===== config.mk =====
export PLATFORM = sky130hd
export DESIGN_NAME = servo_sweep_generator_top
export DESIGN_NICKNAME = d
export VERILOG_FILES = /design/src/hw/rtl/ssg_pkg.sv /design/src/hw/rtl/servo_sweep_generator_top.sv /design/src/hw/rtl/ssg_core.sv
export SDC_FILE = /design/constraint.sdc
export NUM_CORES = 1
export LEC_CHECK = 0
export ABC_AREA = 1
export BUFFER_PORTS_ARGS = -buffer_cell sky130_fd_sc_hd__buf_2
export CAP_MARGIN = 20
export CORE_UTILIZATION = 50
export DETAILED_ROUTE_END_ITERATION = 8
export PLACE_DENSITY = 0.71
export SLEW_MARGIN = 20
export SYNTH_ARGS = -nofsm -noshare
export SYNTH_HDL_FRONTEND = slang
export SYNTH_SLANG_ARGS = --single-unit

===== constraint.sdc =====
create_clock -name clk -period 4.1 [get_ports clk]
set_input_delay 0.205 -clock clk [delete_from_list [all_inputs] [get_ports clk]]
set_output_delay 0.205 -clock clk [all_outputs]
set_load 0.02 [all_outputs]

===== src/hw/rtl/ssg_pkg.sv =====
// Shared types, register map and reset values for the servo sweep generator.
package ssg_pkg;

	// Item kinds carried on the input tuser
	typedef enum logic [1:0] {
		OP_TICK       = 2'd0,
		OP_LOAD_STEPS = 2'd1,
		OP_LOAD_WIDTH = 2'd2
	} ssg_opcode_t;

	// Register indexes (byte address is 4 * index)
	localparam logic [2:0] REG_TICK_DIVIDE = 3'd0;
	localparam logic [2:0] REG_STEP_SIZE   = 3'd1;
	localparam logic [2:0] REG_STEP_LIMIT  = 3'd2;
	localparam logic [2:0] REG_UPPER_BOUND = 3'd3;
	localparam logic [2:0] REG_LOWER_BOUND = 3'd4;

	// Register reset values
	localparam logic [9:0]  RST_TICK_DIVIDE = 10'd10;
	localparam logic [11:0] RST_STEP_SIZE   = 12'd100;
	localparam logic [7:0]  RST_STEP_LIMIT  = 8'd24;
	localparam logic [15:0] RST_UPPER_BOUND = 16'd2100;
	localparam logic [15:0] RST_LOWER_BOUND = 16'd900;

	// Sweep state reset values
	localparam logic [10:0] RST_TICK_COUNT   = 11'd0;
	localparam logic [7:0]  RST_STEPS_DONE   = 8'd24;
	localparam logic [15:0] RST_WIDTH_NOW    = 16'd900;
	localparam logic        RST_DIRECTION_UP = 1'b1;

	// Configuration seen by the sweep core
	typedef struct packed {
		logic [9:0]  tick_divide;
		logic [11:0] step_size;
		logic [7:0]  step_limit;
		logic [15:0] upper_bound;
		logic [15:0] lower_bound;
	} ssg_cfg_t;

	// One result; pulse_width sits in the lowest bits
	typedef struct packed {
		logic        unfinished;
		logic        moving_up;
		logic [15:0] pulse_width;
	} ssg_result_t;

	localparam int unsigned RESULT_W = $bits(ssg_result_t);
	localparam int unsigned OUT_TDATA_W = ((RESULT_W + 7) / 8) * 8;

endpackage


===== src/hw/rtl/servo_sweep_generator_top.sv =====
// Servo sweep generator: tick/load stream in, pulse width stream out, APB registers.
// Takes one request per clock while s_axis_tready is high and returns one result
// per request from a registered output; the whole update (divider compare,
// saturating add or subtract, bound compare) sits between the input handshake
// and the output register. A two-entry output buffer lets the input take one
// more request while the output side stalls; s_axis_tready drops only when
// both entries are full. Registers are written with APB at byte address
// 4*index and should only be changed while no result is pending.
module servo_sweep_generator_top (
	input  logic        clk,
	input  logic        arst_n,
	// input requests
	input  logic        s_axis_tvalid,
	output logic        s_axis_tready,
	input  logic [15:0] s_axis_tdata,   // [15:0] load_value
	input  logic [1:0]  s_axis_tuser,   // [1:0] opcode
	// results
	output logic        m_axis_tvalid,
	input  logic        m_axis_tready,
	output logic [ssg_pkg::OUT_TDATA_W-1:0] m_axis_tdata, // [15:0] pulse_width,
	                                                      // [16] moving_up,
	                                                      // [17] unfinished, rest 0
	// configuration
	input  logic        psel,
	input  logic        penable,
	input  logic        pwrite,
	input  logic [4:0]  paddr,
	input  logic [31:0] pwdata,
	output logic [31:0] prdata,
	output logic        pready
);

	ssg_pkg::ssg_cfg_t    cfg_q;
	ssg_pkg::ssg_result_t result;
	ssg_pkg::ssg_result_t out_q, skid_q;
	logic                 out_valid_q, skid_valid_q;
	logic                 in_fire;
	logic                 cfg_write;
	logic                 out_load;

	assign pready    = 1'b1;
	assign cfg_write = psel && penable && pwrite && pready;

	// Register writes
	always_ff @(posedge clk or negedge arst_n) begin
		if (!arst_n) begin
			cfg_q.tick_divide <= ssg_pkg::RST_TICK_DIVIDE;
			cfg_q.step_size   <= ssg_pkg::RST_STEP_SIZE;
			cfg_q.step_limit  <= ssg_pkg::RST_STEP_LIMIT;
			cfg_q.upper_bound <= ssg_pkg::RST_UPPER_BOUND;
			cfg_q.lower_bound <= ssg_pkg::RST_LOWER_BOUND;
		end else if (cfg_write) begin
			unique case (paddr[4:2])
				ssg_pkg::REG_TICK_DIVIDE: cfg_q.tick_divide <= pwdata[9:0];
				ssg_pkg::REG_STEP_SIZE:   cfg_q.step_size   <= pwdata[11:0];
				ssg_pkg::REG_STEP_LIMIT:  cfg_q.step_limit  <= pwdata[7:0];
				ssg_pkg::REG_UPPER_BOUND: cfg_q.upper_bound <= pwdata[15:0];
				ssg_pkg::REG_LOWER_BOUND: cfg_q.lower_bound <= pwdata[15:0];
				default: begin
				end
			endcase
		end
	end

	// Register read-back
	always_comb begin
		unique case (paddr[4:2])
			ssg_pkg::REG_TICK_DIVIDE: prdata = {22'd0, cfg_q.tick_divide};
			ssg_pkg::REG_STEP_SIZE:   prdata = {20'd0, cfg_q.step_size};
			ssg_pkg::REG_STEP_LIMIT:  prdata = {24'd0, cfg_q.step_limit};
			ssg_pkg::REG_UPPER_BOUND: prdata = {16'd0, cfg_q.upper_bound};
			ssg_pkg::REG_LOWER_BOUND: prdata = {16'd0, cfg_q.lower_bound};
			default:                  prdata = 32'd0;
		endcase
	end

	// Input handshake: blocked only when both output entries hold results
	assign s_axis_tready = !skid_valid_q;
	assign in_fire       = s_axis_tvalid && s_axis_tready;
	assign out_load      = !out_valid_q || m_axis_tready;

	ssg_core u_core (
		.clk        (clk),
		.arst_n     (arst_n),
		.item_fire  (in_fire),
		.opcode     (s_axis_tuser),
		.load_value (s_axis_tdata),
		.cfg        (cfg_q),
		.result     (result)
	);

	// Output buffer occupancy
	always_ff @(posedge clk or negedge arst_n) begin
		if (!arst_n) begin
			out_valid_q  <= 1'b0;
			skid_valid_q <= 1'b0;
		end else if (out_load) begin
			out_valid_q  <= skid_valid_q || in_fire;
			skid_valid_q <= 1'b0;
		end else if (in_fire) begin
			skid_valid_q <= 1'b1;
		end
	end

	// Output buffer data
	always_ff @(posedge clk) begin
		if (out_load) begin
			out_q <= skid_valid_q ? skid_q : result;
		end else if (in_fire) begin
			skid_q <= result;
		end
	end

	assign m_axis_tvalid = out_valid_q;
	assign m_axis_tdata  = {{(ssg_pkg::OUT_TDATA_W - ssg_pkg::RESULT_W){1'b0}}, out_q};

endmodule


===== src/hw/rtl/ssg_core.sv =====
// Sweep state and combinational next-state update for one request.
module ssg_core (
	input  logic                  clk,
	input  logic                  arst_n,
	input  logic                  item_fire,
	input  logic [1:0]            opcode,
	input  logic [15:0]           load_value,
	input  ssg_pkg::ssg_cfg_t     cfg,
	output ssg_pkg::ssg_result_t  result
);

	logic [10:0] tick_count_q, tick_count_d;
	logic [7:0]  steps_done_q, steps_done_d;
	logic [15:0] width_now_q,  width_now_d;
	logic        direction_up_q, direction_up_d;

	logic        reached;
	logic        step_en;
	logic [16:0] sum_up;
	logic [15:0] width_up;
	logic [15:0] width_down;
	logic [8:0]  steps_plus_one;

	// Divider compare, saturating add and subtract
	always_comb begin
		reached    = tick_count_q >= {1'b0, cfg.tick_divide};
		step_en    = reached && (steps_done_q < cfg.step_limit);
		sum_up     = {1'b0, width_now_q} + {5'b0, cfg.step_size};
		width_up   = sum_up[16] ? 16'hFFFF : sum_up[15:0];
		width_down = (width_now_q >= {4'b0, cfg.step_size})
			? (width_now_q - {4'b0, cfg.step_size}) : 16'd0;
	end

	// Next state for the request being taken
	always_comb begin
		tick_count_d   = tick_count_q;
		steps_done_d   = steps_done_q;
		width_now_d    = width_now_q;
		direction_up_d = direction_up_q;
		case (ssg_pkg::ssg_opcode_t'(opcode))
			ssg_pkg::OP_TICK: begin
				tick_count_d = reached ? 11'd1 : (tick_count_q + 11'd1);
				if (step_en) begin
					steps_done_d = steps_done_q + 8'd1;
					if (direction_up_q) begin
						width_now_d    = width_up;
						direction_up_d = !(width_up >= cfg.upper_bound);
					end else begin
						width_now_d    = width_down;
						direction_up_d = width_down <= cfg.lower_bound;
					end
				end
			end
			ssg_pkg::OP_LOAD_STEPS: begin
				steps_done_d = load_value[7:0];
			end
			ssg_pkg::OP_LOAD_WIDTH: begin
				width_now_d = load_value;
			end
			default: begin
				// unused code: state left as it is
			end
		endcase
	end

	// Result reflects the state after this request
	always_comb begin
		steps_plus_one     = {1'b0, steps_done_d} + 9'd1;
		result.pulse_width = width_now_d;
		result.moving_up   = direction_up_d;
		result.unfinished  = steps_plus_one < {1'b0, cfg.step_limit};
	end

	// State registers
	always_ff @(posedge clk or negedge arst_n) begin
		if (!arst_n) begin
			tick_count_q   <= ssg_pkg::RST_TICK_COUNT;
			steps_done_q   <= ssg_pkg::RST_STEPS_DONE;
			width_now_q    <= ssg_pkg::RST_WIDTH_NOW;
			direction_up_q <= ssg_pkg::RST_DIRECTION_UP;
		end else if (item_fire) begin
			tick_count_q   <= tick_count_d;
			steps_done_q   <= steps_done_d;
			width_now_q    <= width_now_d;
			direction_up_q <= direction_up_d;
		end
	end

endmodule


==> flow_summary_export.csv, run 1 <==
group,metric,value,unit
placed_design,dp_cells,1677,
run_status,outcome,"finished, final reports clean",
cells_and_area,drive_gt1_share,14.9,%
logic_synthesis,ys_warn_count,0,
timing,hold_viol,0,
logic_synthesis,ys_seq_area_share,36.2,%
worst_setup_path,timing.rr.start,"cfg_q[55]$_DFFE_PN1P_",
global_routing,grt_pass1_wl,42.4,mm
worst_setup_path,endpoint_kind,"flop",
global_routing,track_usage,27.1,%
clock_tree,cts_buffers,17,
global_routing,grt_pass1_vias,8106,
worst_hold_path,min_path_type,"input port to flop",
timing,maxSlewViolCount,0,
floorplan,initial_core_util,51.1,%
cells_and_area,layout.nets,1580,
placed_design,gp_congestion,0.957,
worst_setup_path,critPathMaxFanout,7,
timing,slew_headroom,24.7,%
global_routing,grt_util_met1,39.8,%
worst_setup_path,cp-start-kind,"flop",
floorplan,die_h,143,um
power,powerDensity,649,mW/mm^2
global_routing,antenna_found_initial,0,
logic_synthesis,postSynthAreaPerCell,7.40,um^2
global_routing,grt_util_met3,4.40,%
global_routing,grt_max_degree,76,
cells_and_area,num_antenna_cells,0,
global_routing,grt_use_met2,40.9,%
worst_setup_path,r2r_cells,27,
cells_and_area,final_cells,1711,
timing,fin_tns_setup,0,ps
placed_design,placed_cell_area,0.0106,mm^2
timing,period_needed,3780,ps
routing,first_iter_violations,833,
timing,skew,10.2,ps
routing,ant_nets,0,
timing,rsz0062_at_grt,"false",
clock_tree,cts_tree,"built",
global_routing,grt.busiest_layer,"met2",
worst_hold_path,min_path_cells,3,
worst_hold_path,min_from,"pwdata[11]",
logic_synthesis,netlist_area,0.00998,mm^2
routing,via_per_inst,5.35,
cells_and_area,area_growth,12.6,%
routing,first_pass_iters,5,
clock_tree,clock_latency,430,ps
clock_tree,cts_max_level,4,
clock_tree,cts_setup_buffers,0,
logic_synthesis,synth_edf_count,36,
clock_tree,clk_pin_slew,60,ps
timing,clock.fmax,0.264,GHz
logic_synthesis,async_flop_share,73.5,%
floorplan,die_x,143,um
logic_synthesis,syn_inst,1350,
logic_synthesis,synth_top_cell_area_share,19.5,%
routing,avgRoutedWirePerCell,15.6,um
routing,vias,9159,
routing,route.detailed.drc,0,
power,cellLeakagePower,5.80,nW
timing,min_period_over_period,92.2,%
placed_design,dpl.hpwl,20.3,mm
placed_design,io_buffers,79,
logic_synthesis,synth.distinct_cells,58,
worst_setup_path,timing.critical_path.arrival,3960,ps
power,ir_drop,356,uV
clock_tree,root_buffer,"clkbuf_16",
cells_and_area,finalInstanceArea,0.0112,mm^2
logic_synthesis,netlist.top_cell.by_area,"dfrtp_1",
logic_synthesis,ys.flop_type,"dfrtp_1",
worst_setup_path,crit_start,"cfg_q[55]$_DFFE_PN1P_",
power,p_total,7.30,mW
logic_synthesis,synthTopCellsByArea,"dfrtp_1, nand2_1, edfxtp_1, ha_1, inv_1",
timing,worst_pin_slew,1130,ps
routing,drt_wl_total,26.7,mm
logic_synthesis,synth_seq_cells,136,
run,maxCapViolations,0,
floorplan,die-area,0.0205,mm^2
worst_setup_path,criticalPathCategory,"flop to flop",
timing,setup_viol,0,
floorplan,io_pins,121,
clock_tree,clock_path_buffers,2,
cells_and_area,utilization,57.6,%
global_routing,grt_overflow_total,0,
floorplan,fp-row-count,51,
clock_tree,clock-sinks,136,
floorplan,coreArea,0.0195,mm^2
worst_setup_path,worstPathRequired,4280,ps
-- report_power, final --
group / internal [mW] / total, mW / leakage, nW / switching [mW]
Sequential: 1.74 / 2.04 / 1.59 / 0.300
Clock: 0.851 / 1.50 / 0.276 / 0.645
Combinational: 1.34 / 3.76 / 3.93 / 2.42
-- per-stage QoR --
stage               setup slack [ps]  hold WS (ps)
floorplan                        599         -90.6
global placement                 305           404
detailed placement               230           410
CTS                              200          29.6
global route                    9.60          52.3
finish                           318          36.9
-- cell families after synthesis --
family	synth area share, %
other	0.0752
AOI/OAI and AO/OA	13.8
buffers and inverters	11.0
xor gates and xnor gates	2.11
and+or+nand+nor	26.0
DFF	36.2
adders and majority gates	10.8
-- worst paths after layout --
kind	endpoint	slack [ps]
setup / recovery	skid_q[17]$_DFFE_PP_	320
hold / removal	cfg_q[27]$_DFFE_PN1P_	40
setup reg to reg	skid_q[17]$_DFFE_PP_	320
hold reg to reg	cfg_q[26]$_DFFE_PN0P_	490
max in group asynchronous	u_core.direction_up_q$_DFFE_PN1P_	2700
min in group asynchronous	u_core.steps_done_q[2]$_DFFE_PN0P_	460
-- metal layers --
layer,vias to the layer above,wire length (um)
li1,4523,-
met1,4216,12600
met2,387,11600
met3,33,2070
met4,0,417
met5,-,0
-- timing repair --
item                       CTS  global route
setup endpoints to repair    0             5
resized for setup            0            13
hold buffers                 2             0
hold endpoints to repair    60             0
-- sequential cells by signal, indices dropped and copies added (netlist names) --
name	cells
skid_q	18
m_axis_tvalid	1
u_core.direction_up_q	1
skid_valid_q	1
u_core.width_now_q	16
m_axis_tdata	18
cfg_q	62
u_core.tick_count_q	11
u_core.steps_done_q	8
-- area by class of cell --
cell class,instances,area [um^2]
timing repair buffer,105,598
fill,1848,8280
clock buffer,21,482
sequential,136,3610
tap,265,332
multi-input combinational,977,5390
clock inverter,11,87.6
inverter,196,739
-- placed cells by master, fill, tap and decap left out, types with 3 or more instances in the layout --
cell type  count
nand2_1      394
nor3_2         5
nand3_2       10
o211ai_1       4
o22ai_1       17
or2_2          3
o21ai_1       10
inv_1        183
inv_2          9
inv_6          3
dfstp_2       22
a21oi_2        4
a21oi_1       67
nand3_4        6
ha_1          81
o21ai_0      120
nand3b_1       3
nand3_1       54
conb_1        23
nand2_2        8
buf_4         25
nor3_1        17
clkbuf_16     18
nor2_1        73
xor2_1        22
dfrtp_1       78
a221oi_1       8
nand4_1       11
clkinv_4       4
edfxtp_1      36
buf_2         78
-- critical path, cell delays in order (launching register included) --
cell and delay (ps):
dfstp_2 530, inv_1 60, ha_1 270, nand2_1 60, nor2_1 90, nand2_1 60, nor2_1 80, nor2_1 50
nand2_1 160, nand2_4 110, or2_2 280, o21ai_1 80, o21ai_1 70, nand2_1 80, inv_1 50, ha_1 190
nand3_1 100, nor2_2 60, xnor2_1 140, ha_1 310, inv_1 50, nor3_1 180, a211oi_1 60, nand2_1 70
nand2_1 50, nand2_1 60, nand2_1 90, and3_1 150
-- synthesized netlist by cell type (6+ instances only) --
cell type / instances
o21ai_0: 121
nor2_1: 74
inv_1: 183
nand3_4: 6
ha_1: 83
edfxtp_1: 36
buf_4: 25
a21oi_1: 68
nand2_2: 7
nand3_2: 10
clkbuf_1: 27
a221oi_1: 8
buf_2: 7
dfrtp_1: 78
nand2_1: 395
xor2_1: 22
nand4_1: 11
dfstp_2: 22
nand3_1: 54
inv_2: 10
o21ai_1: 10
o22ai_1: 17
nor3_1: 19
Note: power is estimated with default switching activity, not from simulation.
==> run 2: changes to the inputs <==
--- a/config.mk
+++ b/config.mk
@@ -5,7 +5,6 @@
 export SDC_FILE = /design/constraint.sdc
 export NUM_CORES = 1
 export LEC_CHECK = 0
-export ABC_AREA = 1
 export BUFFER_PORTS_ARGS = -buffer_cell sky130_fd_sc_hd__buf_2
 export CAP_MARGIN = 20
 export CORE_UTILIZATION = 50
==> flow_summary_export.csv, run 2 <==
group,metric,value,unit
run_status,violations,"setup timing",
routing,route.detailed.drc,0,
logic_synthesis,ys_warn_count,0,
timing,slew_headroom,34.2,%
floorplan,io_pins,121,
timing,rsz0062_at_grt,"true",
cells_and_area,regArea,0.00361,mm^2
worst_setup_path,r2r_cells,16,
floorplan,die_h,142,um
logic_synthesis,synth.distinct_cells,81,
global_routing,grt_max_degree,71,
cells_and_area,top_register,"cfg_q",
routing,via_per_inst,5.76,
routing,vias,9042,
cells_and_area,drive_gt1_share,31.9,%
floorplan,die-area,0.0201,mm^2
logic_synthesis,netlist_area,0.00977,mm^2
timing,setup_ws,-217,ps
cells_and_area,utilization,65.6,%
routing,first_pass_iters,8,
routing,ant_nets,0,
cells_and_area,layout_common_cells,"buf_4, nand2_1, o21ai_0",
cells_and_area,finalInstanceArea,0.0124,mm^2
floorplan,initial_core_util,51.5,%
cells_and_area,layout.nets,1443,
clock_tree,clock-sinks,136,
global_routing,grt_overflow_total,0,
worst_setup_path,cp-start-kind,"flop",
worst_setup_path,worstPathRequired,4280,ps
worst_setup_path,endpoint_kind,"flop",
worst_hold_path,holdPathEnd,"cfg_q[11]$_DFFE_PN0P_",
logic_synthesis,synthTopCellsByArea,"dfrtp_1, edfxtp_1, ha_1, mux2_2, dfstp_2",
worst_setup_path,timing.rr.start,"u_core.width_now_q[0]$_DFFE_PN0P_",
timing,setup_viol,1,
global_routing,track_usage,30.7,%
logic_synthesis,syn_inst,1072,
logic_synthesis,synth_seq_cells,136,
cells_and_area,layout_commonest_cell,"buf_4",
cells_and_area,largest_reg_flops,62,
worst_setup_path,r2r_slack,-220,ps
floorplan,die_x,142,um
placed_design,dpl.hpwl,22.8,mm
worst_setup_path,crit_start,"u_core.width_now_q[0]$_DFFE_PN0P_",
cells_and_area,area_growth,27.3,%
worst_setup_path,max_stage_delay,410,ps
worst_setup_path,path_common_cell,"mux2_4",
logic_synthesis,yosysMostFrequentCell,"nand2_1",
timing,hold_viol,0,
clock_tree,cts_buffers,17,
logic_synthesis,ys_seq_area_share,37.0,%
placed_design,dp_slack,-247,ps
routing,avgRoutedWirePerCell,19.1,um
global_routing,grt_pass1_vias,8881,
timing,worst_pin_slew,987,ps
placed_design,gp_congestion,0.971,
global_routing,antenna_found_initial,0,
logic_synthesis,ys.flop_type,"dfrtp_1",
floorplan,coreArea,0.0190,mm^2
logic_synthesis,async_flop_share,73.5,%
clock_tree,clk_pin_slew,60,ps
placed_design,io_buffers,79,
floorplan,fp-row-count,50,
power,powerDensity,684,mW/mm^2
placed_design,dp_cells,1517,
timing,period_needed,4320,ps
clock_tree,cts_max_level,4,
clock_tree,clock_path_buffers,2,
worst_hold_path,min_path_type,"input port to flop",
power,cellLeakagePower,5.63,nW
worst_setup_path,r2r_end,"m_axis_tdata[16]$_DFFE_PN_",
timing,min_period_over_period,105,%
cells_and_area,num_antenna_cells,0,
global_routing,grt_pass1_wl,46.8,mm
worst_setup_path,criticalPathCategory,"flop to flop",
clock_tree,root_buffer,"clkbuf_16",
run,maxCapViolations,0,
worst_setup_path,critPathMaxFanout,3,
logic_synthesis,netlist.top_cell.by_area,"dfrtp_1",
logic_synthesis,synth_top_cell_area_share,20.0,%
clock_tree,clock_latency,440,ps
worst_hold_path,min_path_cells,3,
power,p_total,8.50,mW
timing,skew,10.4,ps
run_status,outcome,"finished, violations left",
cells_and_area,final_cells,1569,
cells_and_area,n_fill_cell,1574,
routing,drt_wl_total,30.0,mm
logic_synthesis,synthTopCellsByCount,"nand2_1, o21ai_0, ha_1, inv_1, nor2_1",
cells_and_area,multiInputGateArea,0.00586,mm^2
worst_hold_path,min_from,"pwdata[11]",
timing,maxSlewViolCount,0,
logic_synthesis,synth_edf_count,36,
power,ir_drop,469,uV
routing,first_iter_violations,651,
worst_setup_path,cp_slowest_cell,"or3_4",
worst_setup_path,timing.critical_path.arrival,4500,ps
placed_design,placed_cell_area,0.0114,mm^2
timing,clock.fmax,0.232,GHz
logic_synthesis,postSynthAreaPerCell,9.11,um^2
clock_tree,cts_tree,"built",
worst_setup_path,crit_chain,"inv_1, ha_2, inv_2, fa_2, a211oi_4, o21ai_2, a211oi_2, buf_4, nor3b_4, mux2_4, ha_4, nand4_1, or3_4, o221a_4, a211o_1, mux2_4",
run 2: changes by cell type in the layout (fill, tap and decap cells not counted), moves of 10 or more:
cell | before | now
a21oi_1 | 67 | 49
buf_4 | 25 | 167
inv_1 | 183 | 80
mux2_2 | 0 | 51
mux2i_1 | 0 | 23
nand2_1 | 394 | 106
nand3_1 | 54 | 17
nand3_2 | 10 | 0
nor2b_1 | 0 | 16
o21ai_0 | 120 | 93
o22a_1 | 0 | 11
xnor2_1 | 2 | 16
xor2_1 | 22 | 2
run 2: cells by family after synthesis:
kind of cell               count (synthesis)  synth area share, %
DFF                                      136                 37.0
xor gates and xnor gates                  18                 1.61
muxes                                     77                 8.62
buffers and inverters                    152                 6.84
other                                      2               0.0769
adders and majority gates                 85                 11.0
and+or+nand+nor                          312                 15.4
AOI/OAI and AO/OA                        290                 19.5
run 2: timing repair:
action	CTS	global route
gates resized for setup	16	39
hold buffers	3	0
endpoints found under the hold margin	55	0
buffers inserted	6	12
pin swaps	15	26
endpoints found under the setup margin	3	5
run 2: cell type report:
cell class                 count  area share (%)
timing repair buffer         252            13.9
inverter                      84            2.54
multi-input combinational    805            47.1
clock buffer                  20            3.85
sequential                   136            29.0
tap                          260            2.62
clock inverter                12           0.906
run 2: per-stage QoR:
stage / setup TNS, ps / hold WS (ps)
2_1_floorplan: -42.0 / -90.6
6_report: -217 / 16.9
5_1_grt: -670 / 21.7
4_1_cts: -169 / 7.90
3_3_place_gp: -192 / 392
3_5_place_dp: -376 / 400
run 2: how the worst max path moves through the flow:
| stage | endpoint | slack, ps | depth (start not counted) |
|---|---|---|---|
| finish | m_axis_tdata[16]$_DFFE_PN_ | -220 | 16 |
| detailed placement | m_axis_tdata[16]$_DFFE_PN_ | -250 | 17 |
| global placement | m_axis_tdata[16]$_DFFE_PN_ | -140 | 17 |
| global route | m_axis_tdata[16]$_DFFE_PN_ | -310 | 16 |
| floorplan | m_axis_tdata[16]$_DFFE_PN_ | -40 | 19 |
| CTS | m_axis_tdata[17]$_DFFE_PN_ | -80 | 21 |
run 2: power by group:
part	internal, mW	switching (mW)
Sequential	1.76	0.205
Combinational	2.31	2.67
Clock	0.912	0.652
run 2: routing by layer:
metal	GRT usage (%)	part of all wire [%]
met1	37.8	40
met2	51.3	49
met3	5.97	6.4
met4	15.7	4.6
met5	0	0
run 2: critical path: cells and delay by family, from the launching register on:
kind,cells,cell delay [ps]
AO/OA/AOI/OAI,5,1290
adder cells (fa/ha/maj),3,820
buffers and inverters,3,280
flip-flops,1,380
multiplexers,2,600
AND/OR/NAND/NOR,3,700
==> run 3: changes to the inputs <==
--- a/config.mk
+++ b/config.mk
@@ -7,9 +7,10 @@
 export LEC_CHECK = 0
 export BUFFER_PORTS_ARGS = -buffer_cell sky130_fd_sc_hd__buf_2
 export CAP_MARGIN = 20
-export CORE_UTILIZATION = 50
+export CORE_MARGIN = 2
+export CORE_UTILIZATION = 40
 export DETAILED_ROUTE_END_ITERATION = 8
-export PLACE_DENSITY = 0.71
+export PLACE_DENSITY = 0.6
 export SLEW_MARGIN = 20
 export SYNTH_ARGS = -nofsm -noshare
 export SYNTH_HDL_FRONTEND = slang
==> constraint.sdc (replaced) <==
create_clock -name clk -period 4.8 [get_ports clk]
set_input_delay 0.24 -clock clk [delete_from_list [all_inputs] [get_ports clk]]
set_output_delay 0.24 -clock clk [all_outputs]
set_load 0.02 [all_outputs]
==> flow_summary_export.csv, run 3 (same netlist as run 2, synthesis figures left out) <==
group,metric,value,unit
placed_design,gp_congestion,0.932,
worst_setup_path,timing.critical_path.arrival,4760,ps
worst_setup_path,timing.rr.start,"u_core.width_now_q[0]$_DFFE_PN0P_",
global_routing,grt_pass1_vias,8068,
worst_setup_path,endpoint_kind,"flop",
floorplan,io_pins,121,
worst_setup_path,path_depth,19,
routing,first_pass_iters,6,
clock_tree,cts_max_level,4,
timing,skew,11.4,ps
global_routing,grt_overflow_total,0,
power,ir_drop,251,uV
placed_design,dp_cells,1452,
worst_setup_path,r2r_slack,230,ps
routing,vias,8226,
power,p_total,6.42,mW
clock_tree,clock_latency,430,ps
global_routing,grt_use_met2,38.6,%
global_routing,grt_max_degree,73,
cells_and_area,finalInstanceArea,0.0112,mm^2
worst_setup_path,worstPathRequired,4980,ps
timing,holdWs,-26.7,ps
cells_and_area,layout_commonest_cell,"nand2_1",
timing,min_period_over_period,95.3,%
worst_setup_path,cp_slowest_cell,"fa_1",
cells_and_area,num_antenna_cells,0,
worst_setup_path,cp-start-kind,"flop",
routing,ant_nets,0,
timing,slew_headroom,34.9,%
timing,worst_pin_slew,977,ps
placed_design,io_buffers,79,
clock_tree,cts_setup_buffers,0,
run_status,outcome,"finished, violations left",
floorplan,die_h,160,um
routing,drt_wl_total,27.9,mm
worst_setup_path,crit_start,"u_core.width_now_q[0]$_DFFE_PN0P_",
timing,hold_viol,34,
cells_and_area,final_cells,1484,
cells_and_area,largest_reg_flops,62,
clock_tree,root_buffer,"clkbuf_16",
clock_tree,cts_buffers,17,
cells_and_area,utilization,46.2,%
timing,period_needed,4570,ps
timing,setup_viol,0,
worst_setup_path,crit_chain,"inv_1, ha_1, inv_1, fa_1, a211oi_1, o21ai_1, a211oi_2, nand2_1, and2_1, ha_1, nor2b_1, o21a_1, o21a_1, o21ai_0, a21oi_1, a211oi_1, o221a_2, a211o_1, mux2_2",
worst_setup_path,max_stage_delay,430,ps
global_routing,grt.busiest_layer,"met2",
clock_tree,cts_tree,"built",
cells_and_area,top_register,"cfg_q",
power,cellLeakagePower,4.88,nW
floorplan,die_x,160,um
worst_setup_path,crit_family,"compound AO/OA/AOI/OAI gates",
clock_tree,clk_pin_slew,70,ps
global_routing,antenna_found_initial,0,
run,maxCapViolations,0,
routing,via_per_inst,5.54,
worst_setup_path,criticalPathCategory,"flop to flop",
routing,first_iter_violations,727,
timing,fin_tns_setup,0,ps
floorplan,die-area,0.0257,mm^2
floorplan,coreArea,0.0242,mm^2
clock_tree,clock_path_buffers,2,
clock_tree,cts_resized,0,
routing,avgRoutedWirePerCell,18.8,um
global_routing,track_usage,22.1,%
clock_tree,clock-sinks,136,
placed_design,placed_cell_area,0.0105,mm^2
worst_setup_path,crit_end,"m_axis_tdata[16]$_DFFE_PN_",
cells_and_area,layout_common_cells,"nand2_1, o21ai_0, ha_1",
worst_setup_path,r2r_end,"m_axis_tdata[16]$_DFFE_PN_",
cells_and_area,area_growth,14.4,%
routing,route.detailed.drc,0,
run_status,violations,"hold timing",
worst_setup_path,critPathMaxFanout,5,
floorplan,initial_core_util,40.4,%
clock_tree,ctsHoldBuffers,0,
global_routing,grt_pass1_wl,44.2,mm
cells_and_area,drive_gt1_share,20.3,%
worst_setup_path,crit_buf_inv,2,
timing,rsz0062_at_grt,"false",
global_routing,grt_util_met1,28.2,%
cells_and_area,layout.nets,1294,
power,powerDensity,575,mW/mm^2
worst_hold_path,min_path_type,"input port to asynchronous set/reset pin",
floorplan,fp-row-count,57,
timing,clock.fmax,0.219,GHz
placed_design,dpl.hpwl,21.7,mm
global_routing,grt_util_met3,3.95,%
worst_setup_path,r2r_cells,19,
timing,maxSlewViolCount,0,
==> run 3: layout make-up <==
| type | count | area (um^2) |
|---|---|---|
| clock inverters | 9 | 135 |
| inverters | 84 | 315 |
| flip-flops and latches | 136 | 3610 |
| multi-input cells | 805 | 5630 |
| clock buffers | 23 | 500 |
| fillers | 2370 | 13000 |
| repair buffers | 103 | 578 |
| well taps | 324 | 405 |
==> run 3: power breakdown <==
part,total (mW),internal [mW],switching (mW)
clock,1.42,0.897,0.522
combinational,3.23,1.33,1.91
sequential,1.77,1.51,0.265
==> run 3: how the worst min path moves through the flow <==
stage / start / to / cells after the start
4_1_cts: arst_n / u_core.steps_done_q[0]$_DFFE_PN0P_ / 1
2_1_floorplan: arst_n / cfg_q[0]$_DFFE_PN0P_ / 0
6_report: arst_n / u_core.steps_done_q[0]$_DFFE_PN0P_ / 1
3_5_place_dp: arst_n / u_core.steps_done_q[1]$_DFFE_PN0P_ / 1
3_3_place_gp: arst_n / u_core.steps_done_q[1]$_DFFE_PN0P_ / 1
5_1_grt: pwdata[15] / cfg_q[15]$_DFFE_PN0P_ / 3
==> run 3: per-layer routing <==
layer  routed length, um  vias up
met5                   0        -
met4                 630        0
met3                1150       43
met2               14000      236
met1               12100     3969
li1                    -     3978
==> run 3: per-stage QoR <==
step	worst slack, ps	hold slack, ps
detailed placement	180	462
finish	226	-26.7
floorplan	529	-55.6
global placement	254	456
CTS	162	15.2
global route	32.0	18.9
